File: src/rtl/core/vwt_ram.sv
// generic single-port-write, single-port-read ram with registered read data
// no dependencies

module vwt_ram #(
  parameter int unsigned WIDTH = 8,
  parameter int unsigned DEPTH = 16
) (
  input  logic                     clk_i,
  input  logic                     we_i,
  input  logic [$clog2(DEPTH)-1:0] waddr_i,
  input  logic [WIDTH-1:0]         wdata_i,
  input  logic [$clog2(DEPTH)-1:0] raddr_i,
  output logic [WIDTH-1:0]         rdata_o
);

  logic [WIDTH-1:0] mem_q [DEPTH];
  logic [WIDTH-1:0] rdata_q;

  always_ff @(posedge clk_i) begin
    if (we_i) begin
      mem_q[waddr_i] <= wdata_i;
    end
    rdata_q <= mem_q[raddr_i];
  end

  assign rdata_o = rdata_q;

endmodule

File: config.mk
export PLATFORM = sky130hd
export DESIGN_NAME = vwt_ram
export DESIGN_NICKNAME = d
export VERILOG_FILES = /design/src/rtl/core/vwt_ram.sv
export SDC_FILE = /design/constraint.sdc
export NUM_CORES = 1
export LEC_CHECK = 0
export BUFFER_PORTS_ARGS = -buffer_cell sky130_fd_sc_hd__clkbuf_2
export CAP_MARGIN = 10
export CORE_AREA = 2 2 105 118
export CTS_CLUSTER_SIZE = 20
export DETAILED_ROUTE_END_ITERATION = 6
export DIE_AREA = 0 0 107 120
export GPL_ROUTABILITY_DRIVEN = 0
export GPL_TIMING_DRIVEN = 0
export HOLD_SLACK_MARGIN = 0.12
export PLACE_DENSITY = 0.58
export SKIP_CTS_REPAIR_TIMING = 1
export SLEW_MARGIN = 15
export SYNTH_ARGS = -nofsm -noshare
export SYNTH_HDL_FRONTEND = slang
export SYNTH_SLANG_ARGS = --single-unit
File: constraint.sdc
create_clock -name clk_i -period 3.2 [get_ports clk_i]
set_clock_uncertainty 0.2 [all_clocks]
set_input_delay 0.96 -clock clk_i [delete_from_list [all_inputs] [get_ports clk_i]]
set_output_delay 0.96 -clock clk_i [all_outputs]
set_load 0.01 [all_outputs]
; Word-level counts from Yosys, hierarchy flattened
; Memory sizes are Yosys's and may differ from the RTL's. A register that Yosys moved wholly into a read port is not among the register bits.
; Index checks and enable logic that the tools add are counted.
[op_classes]
muxes = 2
[ops]
columns = cell, n
row1 = 1-bit two-way mux, 2
[word_totals]
ff_bits = 0
mem_bits_rw = 128
inputBits = 18
out_inout_bits = 8
word_cells = 3
n_memories = 1
[mem_list]
columns = name, words, width, rd, rd_ports_with_merged_regs, write_ports, line_no
row1 = mem_q, 16, 8, 1, 1, 1, 16  ; logic [WIDTH-1:0] mem_q [DEPTH];

; Longest topological paths before layout
; Gate-level depths: netlist (run 1).
[logic_depth]
depth_word = 2
depth_mapped = 5
depth_no_buf = 3

; Least setup slack after synthesis (run 1)
; Ideal clock, no wire load.
[synth_timing]
path_type = input to register
start = in waddr_i[2]
end = mem mem_q[0][0], enable pin
setup_ps = 383
arrival_ps = 2070
t_required_ps = 2617
setup_slack_ps = 547
stages = 2
cell_sequence = or3b_2 nor3_1
[synth_lines]
columns = item, line_no
row1 = "start, declared", 10  ; input logic [$clog2(DEPTH)-1:0] waddr_i,
row2 = "end, declared", 16
; No word-level cell before the write port.

; Final worst setup path (run 1)
[layout_timing]
start = in waddr_i[2]
end = mem mem_q[3][1], enable pin
; No word-level cell before the write port.

==> report_table.html, run 1 <==
<table>
<tr><th>Metric</th><th>Value</th></tr>
<tr><th colspan="2">Yosys</th></tr>
<tr><td>Leading cell types by total area after synthesis</td><td>sky130_fd_sc_hd__edfxtp_1, sky130_fd_sc_hd__mux4_2, sky130_fd_sc_hd__mux4_1</td></tr>
<tr><td>Cell type with the highest aggregate area in the netlist</td><td>sky130_fd_sc_hd__edfxtp_1</td></tr>
<tr><td>Post-synthesis cell area</td><td>between 5000 and 6000 um^2</td></tr>
<tr><td>Number of instances in the synthesized netlist</td><td>between 200 and 250</td></tr>
<tr><td>Warnings from Yosys</td><td>0</td></tr>
<tr><td>Count of cell types in the netlist</td><td>19</td></tr>
<tr><td>#FFs+latches synth</td><td>around 140</td></tr>
<tr><td>Synthesized net count</td><td>~250</td></tr>
<tr><td>Sequential element share of the synthesized area</td><td>0.778</td></tr>
<tr><td>Mean instance size in the synthesized netlist</td><td>about 22 um^2</td></tr>
<tr><td>Portion of synthesized cell area occupied by the leading cell type</td><td>0.747</td></tr>
<tr><th colspan="2">Drt</th></tr>
<tr><td>First-iteration detailed-routing DRC count</td><td>around 160</td></tr>
<tr><td>Wire length per cell after detailed routing</td><td>roughly 23 um</td></tr>
<tr><td>Number of nets with antenna violations after detailed routing</td><td>0</td></tr>
<tr><td>Drt total wl</td><td>around 10000 um</td></tr>
<tr><td>Ratio of routed vias to standard cells</td><td>about 5.4</td></tr>
<tr><td>DR DRC count</td><td>0</td></tr>
<tr><td>Number of vias in the routed layout</td><td>~2400</td></tr>
<tr><td>First-pass DRT Iterations</td><td>7</td></tr>
<tr><th colspan="2">Layout</th></tr>
<tr><td>Share of post-route cells with drive strength above 1</td><td>0.298</td></tr>
<tr><td>Area taken by multi-input logic gates</td><td>between 1000 and 1500 um^2</td></tr>
<tr><td>Fillers</td><td>around 900</td></tr>
<tr><td>Most used cells in the layout excluding fill and tap cells</td><td>sky130_fd_sc_hd__edfxtp_1, sky130_fd_sc_hd__clkbuf_2, sky130_fd_sc_hd__mux4_2, sky130_fd_sc_hd__clkbuf_16, sky130_fd_sc_hd__a22oi_1</td></tr>
<tr><td>Final nets</td><td>290</td></tr>
<tr><td>Most common cell after layout, fill and taps aside</td><td>sky130_fd_sc_hd__edfxtp_1</td></tr>
<tr><td>Final cell count without fillers</td><td>approximately 440</td></tr>
<tr><td>Ant. Diodes</td><td>0</td></tr>
<tr><td>Layout overhead on the synthesized area</td><td>17.4%</td></tr>
<tr><td>Sequential cell area</td><td>4000 um^2</td></tr>
<tr><td>Utilization after layout</td><td>0.516</td></tr>
<tr><th colspan="2">Setup path</th></tr>
<tr><td>Origin of the worst setup path</td><td>waddr_i[2]</td></tr>
<tr><td>Crit path max fanout</td><td>8</td></tr>
<tr><td>Critical path's largest stage delay</td><td>roughly 0.66 ns</td></tr>
<tr><td>Type of destination of the critical path</td><td>flop</td></tr>
<tr><td>Crit Reg-Reg Startpoint</td><td>mem_q[2][0]</td></tr>
<tr><td>Worst-case reg-to-reg path depth</td><td>3</td></tr>
<tr><td>Required time at the worst-slack endpoint</td><td>a little over 3 ns</td></tr>
<tr><td>Timing endpoint of the critical path</td><td>mem_q[3][1]</td></tr>
<tr><td>Terminus of the critical flop-to-flop path</td><td>rdata_o[0]</td></tr>
<tr><td>Worst EP arrival</td><td>2.26 ns</td></tr>
<tr><td>CP Cell Sequence</td><td>clkbuf_2 -&gt; or3b_2 -&gt; nor2_1</td></tr>
<tr><td>Type of the worst setup path</td><td>primary input to flop</td></tr>
<tr><td>Crit path max-delay cell type</td><td>sky130_fd_sc_hd__nor2_1</td></tr>
<tr><td>Sort of element at the start of the critical path</td><td>primary input</td></tr>
<tr><td>Slack of the worst reg-to-reg path</td><td>between 1.5 and 2 ns</td></tr>
<tr><th colspan="2">GRT</th></tr>
<tr><td>Overall fraction of global-route tracks in use</td><td>0.172</td></tr>
<tr><td>Initial antenna violation count</td><td>0</td></tr>
<tr><td>Overflow left after global routing</td><td>0</td></tr>
<tr><td>Largest net degree at the start of global routing</td><td>17</td></tr>
<tr><td>Wire length of the first global-routing pass</td><td>15000 um</td></tr>
<tr><td>Vias in the first global route</td><td>approximately 2400</td></tr>
<tr><th colspan="2">Place</th></tr>
<tr><td>Placement Setup Slack</td><td>roughly 0.34 ns</td></tr>
<tr><td>Placed insts</td><td>between 400 and 500</td></tr>
<tr><td>Half-perimeter wire length after detailed placement</td><td>~6400 um</td></tr>
<tr><td># port buffers</td><td>24</td></tr>
<tr><th colspan="2">Die</th></tr>
<tr><td>Die X</td><td>107 um</td></tr>
<tr><td>Count of standard-cell rows</td><td>between 40 and 50</td></tr>
<tr><td>DIE HEIGHT</td><td>approximately 120 um</td></tr>
<tr><td>Effective utilization at floorplan</td><td>0.439</td></tr>
<tr><td>Core box area</td><td>11700 um^2</td></tr>
<tr><td>Top-level I/O count</td><td>26</td></tr>
<tr><td>Die outline area</td><td>12800 um^2</td></tr>
<tr><th colspan="2">Clock network</th></tr>
<tr><td>Clock latency on the worst-skew pair</td><td>approximately 0.4 ns</td></tr>
<tr><td>Inserted Clock Buffers</td><td>17</td></tr>
<tr><td>Clock-pin slew reported for the worst setup and hold paths after clock tree synthesis</td><td>0.06 ns</td></tr>
<tr><td>Clock sink count</td><td>around 140</td></tr>
<tr><td>TritonCTS clock tree</td><td>built</td></tr>
<tr><td>Deepest clock path buffer count</td><td>2</td></tr>
<tr><td>Root buffer selected by CTS</td><td>sky130_fd_sc_hd__clkbuf_16</td></tr>
<tr><td>H-tree levels</td><td>4</td></tr>
<tr><th colspan="2">Pwr</th></tr>
<tr><td>Switching power</td><td>between 0.8 and 0.9 mW</td></tr>
<tr><td>Clock network fraction of design power</td><td>0.455</td></tr>
<tr><td>Cell-internal power</td><td>3.20 mW</td></tr>
<tr><td>P per Cell Area</td><td>~670 nW/um^2</td></tr>
<tr><td>Logic gate share of total power</td><td>0.048</td></tr>
<tr><td>Switching share of power</td><td>0.205</td></tr>
<tr><td>Cell leakage power</td><td>between 2 and 2.5 nW</td></tr>
<tr><td>Overall Power</td><td>between 4 and 5 mW</td></tr>
<tr><td>Sequential share of power</td><td>0.497</td></tr>
<tr><td>IR Drop Worst-Case VDD</td><td>0.000334 V</td></tr>
<tr><th colspan="2">STA</th></tr>
<tr><td>Final period utilization</td><td>0.757</td></tr>
<tr><td>Post-route setup slack</td><td>between 0.7 and 0.8 ns</td></tr>
<tr><td>Minimum period implied by the final worst setup slack</td><td>2.42 ns</td></tr>
<tr><td>Tightest Pin Transition</td><td>between 0.8 and 0.9 ns</td></tr>
<tr><td>Slew Limit Headroom</td><td>0.408</td></tr>
<tr><td>Setup violation total in the final timing report</td><td>0</td></tr>
<tr><td>Final Max Slew Viols</td><td>0</td></tr>
<tr><td>Number of hold-slack violations in the final timing report</td><td>0</td></tr>
<tr><td>RSZ-0062 raised after global routing</td><td>no</td></tr>
<tr><td>Setup TNS Final</td><td>0 ns</td></tr>
<tr><td>Highest attainable clock frequency</td><td>around 410 MHz</td></tr>
<tr><th colspan="2">Run</th></tr>
<tr><td>Max cap viols</td><td>0</td></tr>
<tr><th colspan="2">Worst hold path</th></tr>
<tr><td>Hold Crit Class</td><td>flop to flop</td></tr>
<tr><th colspan="2">Outcome</th></tr>
<tr><td>Run status</td><td>finished clean</td></tr>
</table>
-- flip-flops by register name, indices dropped and copies added (netlist names) --
register	cells
mem_q	128
rdata_o	8
-- cells in the mapped netlist --
cell                                n
sky130_fd_sc_hd__nand3_1            1
sky130_fd_sc_hd__mux4_2            18
sky130_fd_sc_hd__mux4_1            14
sky130_fd_sc_hd__edfxtp_1         128
sky130_fd_sc_hd__or3b_2             1
sky130_fd_sc_hd__nor2_1            13
sky130_fd_sc_hd__nor2b_1            1
sky130_fd_sc_hd__buf_4              1
sky130_fd_sc_hd__and2_1             1
sky130_fd_sc_hd__nor3_1             4
sky130_fd_sc_hd__a22oi_1           16
sky130_fd_sc_hd__nand3b_1           2
sky130_fd_sc_hd__dfxtp_1            8
sky130_fd_sc_hd__and2b_1            1
sky130_fd_sc_hd__buf_6              3
sky130_fd_sc_hd__clkdlybuf4s25_2    3
sky130_fd_sc_hd__nand2b_1           2
sky130_fd_sc_hd__nand2_1            9
sky130_fd_sc_hd__buf_2              3
-- critical path, delay by kind of cell --
family | cells | cell delay (ns)
buffers and inverters | 1 | 0.12
and+or+nand+nor | 2 | 1.18
-- layer usage --
metal	track usage	routed length, um	share of wire
met4	0.0682	126	0.012
met1	0.232	4440	0.44
met2	0.263	4920	0.49
met5	0	0	0
met3	0.0527	614	0.061
-- logic make-up after synthesis --
family / after synthesis / synth area share
mux: 32 / 0.150
buf+inv: 10 / 0.0168
simple gates: 35 / 0.0318
compound gates: 16 / 0.0233
flops: 136 / 0.778
-- per-stage QoR --
stage	hold WS (ns)	instance area (um^2)
floorplan	0.429	5150
global placement	0.472	5460
detailed placement	0.471	5480
CTS	0.485	6040
global route	0.512	6040
finish	0.479	6040
-- final cells by class --
class / instances / area share
multi-input combinational: 83 / 0.178
buffer: 10 / 0.0143
timing repair buffer: 24 / 0.0199
clock inverter: 14 / 0.0222
sequential: 136 / 0.663
clock buffer: 18 / 0.0710
tap: 154 / 0.0319
-- power by group through the flow --
stage / Combinational [mW] / Clock [mW] / Sequential [mW]
after floorplan: 0.101 / 0 / 2.04
after global placement: 0.194 / 0 / 2.04
after detailed placement: 0.198 / 0 / 2.04
after CTS: 0.198 / 1.86 / 2.00
after global routing: 0.211 / 1.93 / 2.01
final: 0.195 / 1.84 / 2.00
-- worst min-delay path by stage --
stage            startpoint          to  slack, ns  cells after the start
2_1_floorplan   mem_q[7][0]  rdata_o[0]       0.43                      3
3_3_place_gp    mem_q[8][6]  rdata_o[6]       0.47                      3
5_1_grt        mem_q[14][2]  rdata_o[2]       0.51                      3
6_report       mem_q[14][2]  rdata_o[2]       0.48                      3
3_5_place_dp   mem_q[14][2]  rdata_o[2]       0.47                      3
4_1_cts        mem_q[14][2]  rdata_o[2]       0.49                      3
Power figures use the tool's default switching activity.
==> run 2, diff against run 1 <==
Clock period 3.2 ns to 2.3 ns, I/O delays scaled along.
==> run 2 against run 1 <==
Sequential power up 39%. Critical path depth unchanged. Die area unchanged. Non-clock buffer count unchanged. Clock power up 65%. Via count up 1.6%. Highest routed layer unchanged. Final cell count unchanged. Global-route usage up 0.21 points. Design area up 1.7%.
==> report_table.html, run 2 (same netlist as run 1, synthesis figures left out) <==
<table>
<tr><th>Metric</th><th>Value</th></tr>
<tr><th colspan="2">Outcome</th></tr>
<tr><td>Run status</td><td>finished clean</td></tr>
<tr><th colspan="2">Die</th></tr>
<tr><td>DIE HEIGHT</td><td>120 um (unchanged)</td></tr>
<tr><td>Die X</td><td>107 um (unchanged)</td></tr>
<tr><td>Top-level I/O count</td><td>26 (unchanged)</td></tr>
<tr><td>Core box area</td><td>11700 um^2 (unchanged)</td></tr>
<tr><td>Effective utilization at floorplan</td><td>0.439 (unchanged)</td></tr>
<tr><td>Die outline area</td><td>12800 um^2 (unchanged)</td></tr>
<tr><td>Count of standard-cell rows</td><td>42 (unchanged)</td></tr>
<tr><th colspan="2">Place</th></tr>
<tr><td>Placed standard-cell area</td><td>5480 um^2 (unchanged)</td></tr>
<tr><td># port buffers</td><td>24 (unchanged)</td></tr>
<tr><td>Placed insts</td><td>407 (unchanged)</td></tr>
<tr><td>Half-perimeter wire length after detailed placement</td><td>6330 um (-1.0%)</td></tr>
<tr><th colspan="2">Drt</th></tr>
<tr><td>DR DRC count</td><td>0 (unchanged)</td></tr>
<tr><td>Wire length per cell after detailed routing</td><td>22.8 um (-0.70%)</td></tr>
<tr><td>Drt total wl</td><td>10000 um (-0.70%)</td></tr>
<tr><td>Top routing layer used</td><td>met4</td></tr>
<tr><td>Met3 wire length</td><td>359 um (-42%)</td></tr>
<tr><td>Number of nets with antenna violations after detailed routing</td><td>0 (unchanged)</td></tr>
<tr><td>Number of vias in the routed layout</td><td>2421 (+1.6%)</td></tr>
<tr><td>Metal1 wirelength</td><td>4530 um (+2.1%)</td></tr>
<tr><td>First-iteration detailed-routing DRC count</td><td>184 (+12%)</td></tr>
<tr><td>Total length of routed met2 wires</td><td>5030 um (+2.3%)</td></tr>
<tr><td>First-pass DRT Iterations</td><td>4 (-3)</td></tr>
<tr><td>Ratio of routed vias to standard cells</td><td>5.51 (+1.6%)</td></tr>
<tr><th colspan="2">Clock network</th></tr>
<tr><td>H-tree levels</td><td>4 (unchanged)</td></tr>
<tr><td>Clock latency on the worst-skew pair</td><td>0.41 ns (about the same)</td></tr>
<tr><td>Inserted Clock Buffers</td><td>17 (unchanged)</td></tr>
<tr><td>Deepest clock path buffer count</td><td>2 (unchanged)</td></tr>
<tr><td>Root buffer selected by CTS</td><td>sky130_fd_sc_hd__clkbuf_16</td></tr>
<tr><td>TritonCTS clock tree</td><td>built</td></tr>
<tr><td>Clock-pin slew reported for the worst setup and hold paths after clock tree synthesis</td><td>0.06 ns (about the same)</td></tr>
<tr><td>Clock sink count</td><td>136 (unchanged)</td></tr>
<tr><th colspan="2">Layout</th></tr>
<tr><td>Most common cell after layout, fill and taps aside</td><td>sky130_fd_sc_hd__edfxtp_1</td></tr>
<tr><td>Fillers</td><td>916 (-0.33%)</td></tr>
<tr><td>Share of post-route cells with drive strength above 1</td><td>0.309 (+0.0105)</td></tr>
<tr><td>Final design instance area without fill</td><td>6150 um^2 (+1.7%)</td></tr>
<tr><td>Layout overhead on the synthesized area</td><td>19.4%</td></tr>
<tr><td>Sequential cell area</td><td>4000 um^2 (unchanged)</td></tr>
<tr><td>Area taken by multi-input logic gates</td><td>1080 um^2 (unchanged)</td></tr>
<tr><td>Final nets</td><td>290 (unchanged)</td></tr>
<tr><td>Ant. Diodes</td><td>0 (unchanged)</td></tr>
<tr><td>Final cell count without fillers</td><td>439 (unchanged)</td></tr>
<tr><td>Most flop-heavy register</td><td>mem_q</td></tr>
<tr><td>Most used cells in the layout excluding fill and tap cells</td><td>sky130_fd_sc_hd__edfxtp_1, sky130_fd_sc_hd__clkbuf_2, sky130_fd_sc_hd__mux4_2, sky130_fd_sc_hd__clkbuf_16, sky130_fd_sc_hd__a22oi_1</td></tr>
<tr><td>Flip-flop count of the largest register after layout</td><td>128 (unchanged)</td></tr>
<tr><th colspan="2">Setup path</th></tr>
<tr><td>CP Cell Sequence</td><td>clkbuf_2 -&gt; or3b_2 -&gt; nor2_1</td></tr>
<tr><td>Crit path max-delay cell type</td><td>sky130_fd_sc_hd__nor2_1</td></tr>
<tr><td>Required time at the worst-slack endpoint</td><td>2.14 ns (-0.90 ns)</td></tr>
<tr><td>Type of the worst setup path</td><td>primary input to flop</td></tr>
<tr><td>Terminus of the critical flop-to-flop path</td><td>rdata_o[1]</td></tr>
<tr><td>Critical path's largest stage delay</td><td>0.66 ns (about the same)</td></tr>
<tr><td>Sort of element at the start of the critical path</td><td>primary input</td></tr>
<tr><td>Slack of the worst reg-to-reg path</td><td>0.64 ns (-0.91 ns)</td></tr>
<tr><td>Worst EP arrival</td><td>1.99 ns (-0.27 ns)</td></tr>
<tr><td>Crit path max fanout</td><td>8 (unchanged)</td></tr>
<tr><td>Crit Reg-Reg Startpoint</td><td>mem_q[1][1]</td></tr>
<tr><td>Worst-case reg-to-reg path depth</td><td>3 (unchanged)</td></tr>
<tr><td>Type of destination of the critical path</td><td>flop</td></tr>
<tr><th colspan="2">Worst hold path</th></tr>
<tr><td>Start point of the worst hold path</td><td>mem_q[12][3]</td></tr>
<tr><td>Worst Hold End</td><td>rdata_o[3]</td></tr>
<tr><td>Hold Crit Class</td><td>flop to flop</td></tr>
<tr><td>Worst hold path depth</td><td>3 (unchanged)</td></tr>
<tr><th colspan="2">STA</th></tr>
<tr><td>Setup violation total in the final timing report</td><td>0 (unchanged)</td></tr>
<tr><td>Tightest Pin Transition</td><td>0.840 ns (-0.0449 ns)</td></tr>
<tr><td>Final period utilization</td><td>0.938</td></tr>
<tr><td>Final Max Slew Viols</td><td>0 (unchanged)</td></tr>
<tr><td>Hold Slack</td><td>0.483 ns (+0.00475 ns)</td></tr>
<tr><td>RSZ-0062 raised after global routing</td><td>no</td></tr>
<tr><td>Highest attainable clock frequency</td><td>approximately 460 MHz</td></tr>
<tr><td>Number of hold-slack violations in the final timing report</td><td>0 (unchanged)</td></tr>
<tr><td>Minimum period implied by the final worst setup slack</td><td>roughly 2.2 ns</td></tr>
<tr><td>Slew Limit Headroom</td><td>0.438 (+0.0300)</td></tr>
<tr><th colspan="2">Pwr</th></tr>
<tr><td>IR Drop Worst-Case VDD</td><td>0.000542 V (+62%)</td></tr>
<tr><td>Cell leakage power</td><td>2.07 nW (+2.9%)</td></tr>
<tr><td>P per Cell Area</td><td>989 nW/um^2 (+48%)</td></tr>
<tr><td>Overall Power</td><td>6.08 mW (+51%)</td></tr>
<tr><th colspan="2">GRT</th></tr>
<tr><td>Overall fraction of global-route tracks in use</td><td>0.174 (+0.00206)</td></tr>
<tr><td>Overflow left after global routing</td><td>0 (unchanged)</td></tr>
<tr><td>Largest net degree at the start of global routing</td><td>17 (unchanged)</td></tr>
<tr><td>Wire length of the first global-routing pass</td><td>15300 um (+1.7%)</td></tr>
<tr><td>Initial antenna violation count</td><td>0 (unchanged)</td></tr>
<tr><td>Vias in the first global route</td><td>2475 (+2.1%)</td></tr>
<tr><th colspan="2">Run</th></tr>
<tr><td>Max cap viols</td><td>0 (unchanged)</td></tr>
</table>
==> run 2: through the flow <==
step | util | TNS, ns | setup slack, ns
2_1_floorplan | - | 0 | 0.144
3_3_place_gp | 0.466 | -18.82 | -0.377
3_5_place_dp | 0.468 | -12.16 | -0.359
4_1_cts | 0.525 | 0 | 0.0704
5_1_grt | 0.525 | 0 | 0.0507
6_report | 0.525 | 0 | 0.143
==> run 2: area by class of cell <==
| cell class | instances | area share |
|---|---|---|
| repair buffers | 24 | 0.0195 |
| multi-input cells | 83 | 0.175 |
| flip-flops and latches | 136 | 0.651 |
| plain buffers | 10 | 0.0140 |
| well taps | 154 | 0.0313 |
| clock buffers | 18 | 0.0714 |
| clock inverters | 14 | 0.0370 |
==> run 2: critical path, delay by kind of cell <==
family	cells	cell delay (ns)
buf+inv	1	0.12
simple gates	2	1.18
==> run 2: layer usage <==
layer | global-route usage | up-vias
met5 | 0 | -
met4 | 0.0584 | 0
met3 | 0.0505 | 9
met2 | 0.269 | 61
met1 | 0.239 | 1289
li1 | - | 1062
==> run 2: report_power, final <==
part | internal, mW | switching [mW] | leakage, nW | total [mW]
combinational | 0.110 | 0.161 | 0.523 | 0.271
clock | 2.05 | 0.976 | 0.323 | 3.03
sequential | 2.77 | 0.0136 | 1.22 | 2.79
total | 4.93 | 1.15 | 2.07 | 6.08
==> run 2: worst max path at each step <==
stage	slack, ns	end	from
finish	0.14	mem_q[3][3]	waddr_i[2]
global placement	-0.38	mem_q[4][7]	waddr_i[3]
floorplan	0.14	mem_q[3][0]	waddr_i[2]
detailed placement	-0.36	mem_q[3][1]	waddr_i[2]
global route	0.05	mem_q[3][3]	waddr_i[2]
CTS	0.07	mem_q[3][3]	waddr_i[2]
==> run 3, diff against run 2 <==
Settings changed: MAX_ROUTING_LAYER set to met4, SETUP_SLACK_MARGIN set to 0.2.
==> run 3 against run 2 <==
Utilization about the same. Non-clock buffer count unchanged. Wire length is 0.20% lower. Combinational power barely moved. Clock power hardly changed. Flip-flop and latch count did not move. Die area unchanged. Final cell count unchanged. Maximum frequency grew 0.80%. Global-route usage rose by 0.49 points. Via count shrank 2.6%. Critical path type unchanged. Largest cell class unchanged.
==> report_table.html, run 3 (same netlist as run 1, synthesis figures left out) <==
<table>
<tr><th>Metric</th><th>Value</th></tr>
<tr><th colspan="2">Layout</th></tr>
<tr><td>Ant. Diodes</td><td>0 (unchanged)</td></tr>
<tr><td>Final design instance area without fill</td><td>6150 um^2 (about the same)</td></tr>
<tr><td>Final nets</td><td>290 (unchanged)</td></tr>
<tr><td>Share of post-route cells with drive strength above 1</td><td>0.312 (+0.00351)</td></tr>
<tr><td>Most used cells in the layout excluding fill and tap cells</td><td>sky130_fd_sc_hd__edfxtp_1, sky130_fd_sc_hd__clkbuf_2, sky130_fd_sc_hd__mux4_2, sky130_fd_sc_hd__clkbuf_16, sky130_fd_sc_hd__a22oi_1</td></tr>
<tr><td>Layout overhead on the synthesized area</td><td>19.5% (about the same)</td></tr>
<tr><td>Flip-flop count of the largest register after layout</td><td>128 (unchanged)</td></tr>
<tr><td>Most flop-heavy register</td><td>mem_q</td></tr>
<tr><td>Most common cell after layout, fill and taps aside</td><td>sky130_fd_sc_hd__edfxtp_1</td></tr>
<tr><th colspan="2">Place</th></tr>
<tr><td>Half-perimeter wire length after detailed placement</td><td>6330 um (unchanged)</td></tr>
<tr><td># port buffers</td><td>24 (unchanged)</td></tr>
<tr><td>Placed standard-cell area</td><td>5480 um^2 (unchanged)</td></tr>
<tr><td>Placement Setup Slack</td><td>-0.359 ns (unchanged)</td></tr>
<tr><th colspan="2">GRT</th></tr>
<tr><td>Met1 demand-to-capacity share in global routing</td><td>0.239 (-0.000377)</td></tr>
<tr><td>Routing usage on met2</td><td>0.269 (unchanged)</td></tr>
<tr><td>Wire length of the first global-routing pass</td><td>15300 um (about the same)</td></tr>
<tr><td>Vias in the first global route</td><td>2477 (+0.081%)</td></tr>
<tr><td>Largest net degree at the start of global routing</td><td>17 (unchanged)</td></tr>
<tr><td>Global routing's busiest layer</td><td>met2</td></tr>
<tr><td>Overflow left after global routing</td><td>0 (unchanged)</td></tr>
<tr><td>Initial antenna violation count</td><td>0 (unchanged)</td></tr>
<tr><td>Met3 global-route usage</td><td>0.0505 (unchanged)</td></tr>
<tr><td>Overall fraction of global-route tracks in use</td><td>0.179 (+0.00490)</td></tr>
<tr><th colspan="2">Drt</th></tr>
<tr><td>Number of vias in the routed layout</td><td>2357 (-2.6%)</td></tr>
<tr><td>Number of nets with antenna violations after detailed routing</td><td>0 (unchanged)</td></tr>
<tr><td>Ratio of routed vias to standard cells</td><td>5.37 (-2.6%)</td></tr>
<tr><td>DR DRC count</td><td>0 (unchanged)</td></tr>
<tr><td>First-pass DRT Iterations</td><td>4 (unchanged)</td></tr>
<tr><td>First-iteration detailed-routing DRC count</td><td>142 (-23%)</td></tr>
<tr><td>Drt total wl</td><td>10000 um (-0.20%)</td></tr>
<tr><td>Wire length per cell after detailed routing</td><td>22.8 um (-0.20%)</td></tr>
<tr><th colspan="2">Setup path</th></tr>
<tr><td>Type of destination of the critical path</td><td>flop</td></tr>
<tr><td>Sort of element at the start of the critical path</td><td>primary input</td></tr>
<tr><td>Crit path max fanout</td><td>8 (unchanged)</td></tr>
<tr><td>Origin of the worst setup path</td><td>waddr_i[2]</td></tr>
<tr><td>Worst EP arrival</td><td>1.97 ns (-0.02 ns)</td></tr>
<tr><td>Type of the worst setup path</td><td>primary input to flop</td></tr>
<tr><td>Required time at the worst-slack endpoint</td><td>2.13 ns (about the same)</td></tr>
<tr><td>Worst-case reg-to-reg path depth</td><td>3 (unchanged)</td></tr>
<tr><td>Crit Reg-Reg Startpoint</td><td>mem_q[11][0]</td></tr>
<tr><th colspan="2">STA</th></tr>
<tr><td>Post-route setup slack</td><td>0.160 ns (+0.0170 ns)</td></tr>
<tr><td>Number of hold-slack violations in the final timing report</td><td>0 (unchanged)</td></tr>
<tr><td>RSZ-0062 raised after global routing</td><td>yes</td></tr>
<tr><td>Hold Slack</td><td>0.485 ns (+0.00119 ns)</td></tr>
<tr><td>Final Max Slew Viols</td><td>0 (unchanged)</td></tr>
<tr><td>Minimum period implied by the final worst setup slack</td><td>2.14 ns (-0.0170 ns)</td></tr>
<tr><td>Slew Limit Headroom</td><td>0.444 (+0.00587)</td></tr>
<tr><td>Highest attainable clock frequency</td><td>467 MHz (+0.80%)</td></tr>
<tr><td>Final period utilization</td><td>0.930 (-0.00741)</td></tr>
<tr><td>Setup violation total in the final timing report</td><td>0 (unchanged)</td></tr>
<tr><td>Tightest Pin Transition</td><td>0.831 ns (-0.00878 ns)</td></tr>
<tr><th colspan="2">Pwr</th></tr>
<tr><td>IR Drop Worst-Case VDD</td><td>0.000543 V (+0.12%)</td></tr>
<tr><td>Cell leakage power</td><td>2.07 nW (about the same)</td></tr>
<tr><td>Overall Power</td><td>6.08 mW (-0.11%)</td></tr>
<tr><td>P per Cell Area</td><td>988 nW/um^2 (-0.15%)</td></tr>
<tr><th colspan="2">Worst hold path</th></tr>
<tr><td>Start point of the worst hold path</td><td>mem_q[12][3]</td></tr>
<tr><td>Hold Crit Class</td><td>flop to flop</td></tr>
<tr><td>Worst hold path depth</td><td>3 (unchanged)</td></tr>
<tr><th colspan="2">Die</th></tr>
<tr><td>Die outline area</td><td>12800 um^2 (unchanged)</td></tr>
<tr><td>Effective utilization at floorplan</td><td>0.439 (unchanged)</td></tr>
<tr><td>Core box area</td><td>11700 um^2 (unchanged)</td></tr>
<tr><td>Die X</td><td>107 um (unchanged)</td></tr>
<tr><td>Count of standard-cell rows</td><td>42 (unchanged)</td></tr>
<tr><td>Top-level I/O count</td><td>26 (unchanged)</td></tr>
<tr><td>DIE HEIGHT</td><td>120 um (unchanged)</td></tr>
<tr><th colspan="2">Clock network</th></tr>
<tr><td>Clock latency on the worst-skew pair</td><td>0.41 ns (about the same)</td></tr>
<tr><td>Clock sink count</td><td>136 (unchanged)</td></tr>
<tr><td>H-tree levels</td><td>4 (unchanged)</td></tr>
<tr><td>TritonCTS clock tree</td><td>built</td></tr>
<tr><td>Inserted Clock Buffers</td><td>17 (unchanged)</td></tr>
<tr><td>Deepest clock path buffer count</td><td>2 (unchanged)</td></tr>
<tr><td>Clock-pin slew reported for the worst setup and hold paths after clock tree synthesis</td><td>0.06 ns (about the same)</td></tr>
<tr><td>Root buffer selected by CTS</td><td>sky130_fd_sc_hd__clkbuf_16</td></tr>
<tr><th colspan="2">Run</th></tr>
<tr><td>Max cap viols</td><td>0 (unchanged)</td></tr>
<tr><th colspan="2">Outcome</th></tr>
<tr><td>Run status</td><td>finished clean</td></tr>
</table>
[run 3: metal layers]
layer  vias up  share of wire
li1       1061              -
met1      1208           0.43
met2        79           0.50
met3         9          0.065
met4         0         0.0091
met5         -              0
[run 3: final timing paths]
check	end	slack [ns]
setup / recovery	mem_q[2][3]	0.16
hold / removal	rdata_o[3]	0.48
setup reg to reg	rdata_o[0]	0.66
hold reg to reg	rdata_o[3]	0.48
[run 3: per-stage QoR]
stage,setup TNS [ns],utilization,cells
floorplan,0,-,229
global placement,-18.82,0.466,407
detailed placement,-12.16,0.468,407
CTS,0,0.525,439
global route,0,0.525,439
finish,0,0.525,439
[run 3: power by group]
| part | leakage, nW | switching [mW] | internal, mW | total [mW] |
|---|---|---|---|---|
| logic | 0.523 | 0.160 | 0.110 | 0.270 |
| clock network | 0.323 | 0.971 | 2.05 | 3.02 |
| registers | 1.22 | 0.0139 | 2.77 | 2.79 |
[run 3: critical path, stage by stage]
cell and delay [ns]:
sky130_fd_sc_hd__clkbuf_2 0.12, sky130_fd_sc_hd__or3b_2 0.53, sky130_fd_sc_hd__nor2_1 0.64
[run 3: layout make-up]
class,instances,area [um^2]
multi-input cells,83,1080
plain buffers,10,86.3
fillers,915,5570
flip-flops and latches,136,4000
repair buffers,24,120
clock buffers,18,439
well taps,154,193
clock inverters,14,228
